[config.mk]
export PLATFORM = sky130hd
export DESIGN_NAME = att_ctrl
export DESIGN_NICKNAME = d
export VERILOG_FILES = /design/src/hdl/att_pkg.sv /design/src/hdl/att_ctrl.sv
export SDC_FILE = /design/constraint.sdc
export NUM_CORES = 1
export LEC_CHECK = 0
export BUFFER_PORTS_ARGS = -buffer_cell sky130_fd_sc_hd__buf_2
export CORE_AREA = 2 2 43 45
export DETAILED_ROUTE_END_ITERATION = 6
export DIE_AREA = 0 0 45 47
export PLACE_DENSITY = 0.75
export SYNTH_ARGS = -nofsm -noshare
export SYNTH_HDL_FRONTEND = slang
export SYNTH_SLANG_ARGS = --single-unit
[constraint.sdc]
create_clock -name clk -period 2.2 [get_ports clk]
set_input_delay 0.11 -clock clk [delete_from_list [all_inputs] [get_ports clk]]
set_output_delay 0.11 -clock clk [all_outputs]
set_load 0.01 [all_outputs]
[src/hdl/att_pkg.sv]
// Shared types, constants and register reset values of the tempo tracker.
package att_pkg;

	// Default sizes handed to the top level.
	localparam int MAX_WINDOW_DEF  = 1024;
	localparam int MAX_LAG_DEF     = 256;
	localparam int SAMPLE_BITS_DEF = 16;

	// Fixed field widths.
	localparam int ODF_W      = 16;
	localparam int WEIGHT_W   = 16;
	localparam int WIDX_W     = 8;
	localparam int WEIGHT_DEPTH = 256;
	localparam int TEMPO_W    = 16;
	localparam int CONF_W     = 9;
	localparam int PERIOD_W   = 25;
	localparam int NORM_W     = 18;
	localparam int SCORE_W    = NORM_W + WEIGHT_W + 1;
	localparam int ES_LIMIT_W = 40;

	// Shared divider sizes.
	localparam int DIV_NUM_W = 56;
	localparam int DIV_DEN_W = 41;

	// Register reset values.
	localparam logic [10:0] WINDOW_HOPS_RST = 11'd512;
	localparam logic [8:0]  MIN_LAG_RST     = 9'd24;
	localparam logic [8:0]  MAX_LAG_RST     = 9'd129;
	localparam logic [31:0] BPM_NUM_RST     = 32'd338690048;
	localparam logic [15:0] ALPHA_RST       = 16'd65031;

	typedef enum logic [1:0] {
		PASS_SUM,
		PASS_ENERGY,
		PASS_CORR
	} pass_kind_t;

	typedef enum logic [1:0] {
		DIV_MEAN,
		DIV_NORM,
		DIV_TEMPO
	} div_sel_t;

	typedef struct packed {
		logic [10:0] window_hops;
		logic [8:0]  min_lag;
		logic [8:0]  max_lag;
		logic [31:0] bpm_numerator;
		logic [15:0] smoothing_alpha;
	} cfg_t;

	typedef struct packed {
		logic       accept_sample;
		logic       write_weight;
		logic       pass_start;
		pass_kind_t kind;
		logic       div_start;
		div_sel_t   div_sel;
		logic       latch_mean;
		logic       energy_init;
		logic       shift_step;
		logic       lag_init;
		logic       latch_norm;
		logic       score_mul;
		logic       compare_step;
		logic       smooth1;
		logic       smooth2;
		logic       tempo_zero;
		logic       latch_tempo;
		logic       load_out;
	} cmd_t;

	typedef struct packed {
		logic short_win;
		logic pass_done;
		logic div_done;
		logic energy_zero;
		logic shift_done;
		logic lag_empty;
		logic tempo_ok;
	} status_t;

endpackage

[src/hdl/att_ctrl.sv]
// Controller state machine that sequences the tempo tracker datapath.
module att_ctrl (
	input  logic             clk,
	input  logic             arst_n,
	input  logic             in_valid,
	output logic             in_ready,
	input  logic             op,
	output logic             out_valid,
	input  logic             out_ready,
	output att_pkg::cmd_t    cmd,
	input  att_pkg::status_t sts
);
	typedef enum logic [4:0] {
		S_IDLE,
		S_CHECK,
		S_SUM,
		S_MEAN,
		S_ENERGY,
		S_SHIFT,
		S_NEXT,
		S_CORR,
		S_NORM,
		S_SCORE,
		S_CMP,
		S_SMOOTH1,
		S_SMOOTH2,
		S_TEMPO,
		S_TDIV,
		S_OUT
	} state_t;

	state_t state_q;
	logic   out_valid_q;

	// Commands for the current state.
	always_comb begin
		cmd = '0;
		case (state_q)
			S_IDLE: begin
				if (in_valid) begin
					cmd.write_weight  = op;
					cmd.accept_sample = !op;
				end
			end
			S_CHECK: begin
				if (!sts.short_win) begin
					cmd.pass_start = 1'b1;
					cmd.kind       = att_pkg::PASS_SUM;
				end
			end
			S_SUM: begin
				if (sts.pass_done) begin
					cmd.div_start = 1'b1;
					cmd.div_sel   = att_pkg::DIV_MEAN;
				end
			end
			S_MEAN: begin
				cmd.div_sel = att_pkg::DIV_MEAN;
				if (sts.div_done) begin
					cmd.latch_mean = 1'b1;
					cmd.pass_start = 1'b1;
					cmd.kind       = att_pkg::PASS_ENERGY;
				end
			end
			S_ENERGY: begin
				if (sts.pass_done && !sts.energy_zero)
					cmd.energy_init = 1'b1;
			end
			S_SHIFT: begin
				if (sts.shift_done)
					cmd.lag_init = 1'b1;
				else
					cmd.shift_step = 1'b1;
			end
			S_NEXT: begin
				if (!sts.lag_empty) begin
					cmd.pass_start = 1'b1;
					cmd.kind       = att_pkg::PASS_CORR;
				end
			end
			S_CORR: begin
				if (sts.pass_done) begin
					cmd.div_start = 1'b1;
					cmd.div_sel   = att_pkg::DIV_NORM;
				end
			end
			S_NORM: begin
				cmd.div_sel = att_pkg::DIV_NORM;
				if (sts.div_done)
					cmd.latch_norm = 1'b1;
			end
			S_SCORE:   cmd.score_mul    = 1'b1;
			S_CMP:     cmd.compare_step = 1'b1;
			S_SMOOTH1: cmd.smooth1      = 1'b1;
			S_SMOOTH2: cmd.smooth2      = 1'b1;
			S_TEMPO: begin
				cmd.div_sel = att_pkg::DIV_TEMPO;
				if (sts.tempo_ok)
					cmd.div_start = 1'b1;
				else
					cmd.tempo_zero = 1'b1;
			end
			S_TDIV: begin
				cmd.div_sel = att_pkg::DIV_TEMPO;
				if (sts.div_done)
					cmd.latch_tempo = 1'b1;
			end
			S_OUT: begin
				if (!out_valid_q || out_ready)
					cmd.load_out = 1'b1;
			end
			default: cmd = '0;
		endcase
	end

	// State and the output valid register.
	always_ff @(posedge clk or negedge arst_n) begin
		if (!arst_n) begin
			state_q     <= S_IDLE;
			out_valid_q <= 1'b0;
		end else begin
			if (cmd.load_out)
				out_valid_q <= 1'b1;
			else if (out_ready)
				out_valid_q <= 1'b0;
			case (state_q)
				S_IDLE:    if (cmd.accept_sample) state_q <= S_CHECK;
				S_CHECK:   state_q <= sts.short_win ? S_TEMPO : S_SUM;
				S_SUM:     if (sts.pass_done) state_q <= S_MEAN;
				S_MEAN:    if (sts.div_done) state_q <= S_ENERGY;
				S_ENERGY: begin
					if (sts.pass_done)
						state_q <= sts.energy_zero ? S_TEMPO : S_SHIFT;
				end
				S_SHIFT:   if (sts.shift_done) state_q <= S_NEXT;
				S_NEXT:    state_q <= sts.lag_empty ? S_SMOOTH1 : S_CORR;
				S_CORR:    if (sts.pass_done) state_q <= S_NORM;
				S_NORM:    if (sts.div_done) state_q <= S_SCORE;
				S_SCORE:   state_q <= S_CMP;
				S_CMP:     state_q <= S_NEXT;
				S_SMOOTH1: state_q <= S_SMOOTH2;
				S_SMOOTH2: state_q <= S_TEMPO;
				S_TEMPO:   state_q <= sts.tempo_ok ? S_TDIV : S_OUT;
				S_TDIV:    if (sts.div_done) state_q <= S_OUT;
				S_OUT:     if (cmd.load_out) state_q <= S_IDLE;
				default:   state_q <= S_IDLE;
			endcase
		end
	end

	assign in_ready  = (state_q == S_IDLE);
	assign out_valid = out_valid_q;

	// A result is never loaded over one that is still waiting.
	a_no_overwrite: assert property (@(posedge clk) disable iff (!arst_n)
		cmd.load_out |-> (!out_valid_q || out_ready))
		else $error("result overwritten before it was taken");

	// Every accepted sample is followed by the window check.
	a_sample_seq: assert property (@(posedge clk) disable iff (!arst_n)
		cmd.accept_sample |=> (state_q == S_CHECK))
		else $error("sample transaction not followed by the window check");

	// A weight write returns straight to idle.
	a_weight_idle: assert property (@(posedge clk) disable iff (!arst_n)
		cmd.write_weight |=> in_ready)
		else $error("weight write did not return to idle");

endmodule

==> impl_metrics.csv <==
group,metric,value,unit
detailed_routing,drtIter0Drc,26,
pwr,p_leak,0.451,nW
pwr,power_density,1420,nW/um2
clock_network,cts_setup_buffers,0,
layout,most-common-layout-cells,"33 x buf_2, 8 x nand2_1, 8 x nand2b_1",
clock_network,clk_path_buf_depth,2,
grt,grt_pass1_wl,2840,um
floorplanning,ios,34,
floorplanning,die_x,45,um
detailed_routing,avgViaCountPerCell,5.60,
clock_network,insertion_delay,0.23,ns
detailed_routing,dr.pass1.iters,4,
clock_network,cts.htree.levels,1,
detailed_routing,drc_errors,0,
floorplanning,initial_utilization,42.4,%
floorplanning,die_y,47,um
pwr,pwr-share-clk,8.0,%
pwr,ir_drop,661,uV
grt,grt_max_degree,17,
grt,antenna_found_initial,0,
placed_design,place_congestion,0.801,
critical_path,cp_max_fo,11,
layout,area_growth,27.9,%
sta,setup_tns,0,ns
job,drv_cap,0,
critical_path,critPathLaunchType,"flop",
sta,setup_viol,0,
sta,hold_violations,0,
yosys,yosysUniqueCellTypes,35,
detailed_routing,drtAntennaViolNets,0,
floorplanning,coreArea,1650,um2
yosys,syn_nets,105,
yosys,synth-seq-cells,5,
clock_network,cts_buffers,3,
pwr,power.share.combinational,73.6,%
yosys,synth_area_per_cell,7.53,um2
floorplanning,rows,15,
critical_path,crit_path_top_delay_cell,"dfrtp_1",
placed_design,io_buffers,33,
layout,n_antenna_cell,0,
critical_path,crit_family,"flip-flops",
yosys,synth_edf_count,0,
layout,final_common_cell,"buf_2",
yosys,yosysSeqAreaShare,17.9,%
placed_design,placed_area,860,um2
grt,grt_usage,18.3,%
pwr,p_int,633,uW
sta,period_needed,1.90,ns
clock_network,cts-root-buf,"clkbuf_4",
sta,slew_viol_final,0,
worst_hold_path,hold_class,"input pin to flop",
critical_path,crit_arrival,2.02,ns
sta,tightest_slew,0.371,ns
sta,rsz0062_at_grt,"false",
critical_path,crit_chain,"or2_1, nor3_4, a211oi_4, o211ai_4, mux2_4",
pwr,power,1.28,mW
detailed_routing,num_vias,807,
grt,grt_pass1_vias,655,
pwr,swShare,50.5,%
yosys,yosysWarningCount,0,
yosys,ys_async_sr_fraction,100,%
yosys,netlist_area,701,um2
floorplanning,die_area,2120,um2
layout,nets,140,
sta,post-route-period-util,86.5,%
outcome,status,"complete, no violations",
yosys,synthCells,93,
sta,clock_skew,0.00139,ns
critical_path,crit_buf_inv,0,
layout,drive_gt1_share,37.8,%
clock_network,tritoncts,"built",
yosys,synth_flop_cell,"dfrtp_1",
clock_network,cts.sinks,5,
detailed_routing,totalWireLength,1880,um
layout,design_area,896,um2
sta,fmax,0.526,GHz
critical_path,crit_required,2.32,ns
sta,slew_headroom,75.2,%
detailed_routing,wl_per_cell,13.1,um
critical_path,max_stage_delay,0.53,ns
grt,overflow,0,
critical_path,end_kind,"flop",
critical_path,worstSetupPathType,"flop to flop",
clock_network,clk_pin_slew,0.04,ns
layout,fill_cells,165,
placed_design,dpl.hpwl,1450,um
pwr,pwr-share-seq,18.3,%
pwr,p_sw,644,uW
-- area by class of cell --
type	count	area (um2)	share of cell area, %
clock buffer	4	26.3	2.93
sequential	5	125	14.0
tap	17	21.3	2.37
timing repair buffer	38	205	22.9
inverter	6	22.5	2.51
multi-input combinational	74	495	55.3
-- sequential cells by signal, indices dropped and copies added, names as in the netlist --
name,cells
state_q,4
out_valid,1
-- through the flow --
| stage | util, % | instances | worst slack (ns) | hold WS (ns) |
|---|---|---|---|---|
| floorplan | - | 93 | 0.461 | -0.186 |
| global route | 54.2 | 144 | 0.210 | 0.194 |
| detailed placement | 52.0 | 139 | 0.322 | -0.0722 |
| finish | 54.2 | 144 | 0.298 | 0.178 |
| CTS | 54.2 | 144 | 0.316 | 0.173 |
| global placement | 52.0 | 139 | 0.419 | -0.0740 |
-- routing by layer --
metal	track usage [%]	part of all wire, %
met5	0	0
met4	5.88	0
met3	2.31	6.5
met2	30.9	49
met1	24.2	45
-- worst register-to-register path, delay by kind of cell, from the launching register on --
kind	cells	cell delay, ns
flip-flops	1	0.53
AND/OR/NAND/NOR	2	0.48
multiplexers	1	0.32
AO/OA/AOI/OAI	2	0.46
-- worst paths after layout --
check                                 from  cells after the start  slack (ns)          to
worst min register to register   out_valid                      2        0.52   out_valid
min in group asynchronous           arst_n                      2        0.22  state_q[2]
max in group asynchronous           arst_n                      2        1.85  state_q[3]
worst max register to register  state_q[0]                      5        0.30  state_q[0]
worst min-delay path             out_ready                      3        0.18   out_valid
worst max-delay path            state_q[0]                      5        0.30  state_q[0]
-- cells in the mapped netlist (3+ instances only) --
cell type	count	area share (%)
nor4_1	4	3.6
dfrtp_1	5	18
nor2_1	7	3.8
inv_1	6	3.2
mux2_4	3	6.4
buf_6	3	4.8
nand2b_1	8	7.1
nand2_1	8	4.3
a21oi_1	3	2.1
nor3_1	7	5.0
o21ai_0	5	3.6
clkbuf_1	3	1.6
nor2b_1	5	4.5
-- logic make-up (layout without fill, tap and decap cells) --
family,count (synthesis),count (layout),share of synthesized area [%]
AOI/OAI and AO/OA,23,23,25.7
buffers and inverters,14,48,11.4
DFF,5,5,17.9
muxes,4,4,8.04
and+or+nand+nor,47,47,37.0
-- repair_timing --
item	CTS	global route
hold endpoints to repair	5	0
hold buffers	1	0
resized for setup	0	0
-- power by group through the flow --
stage	combinational, mW	sequential, mW	clock [mW]
finish	0.940	0.234	0.103
global route	1.02	0.244	0.112
CTS	0.938	0.232	0.106
detailed placement	0.934	0.232	0
global placement	0.907	0.227	0
floorplan	0.796	0.181	0
(Power assumes the default switching activity.)
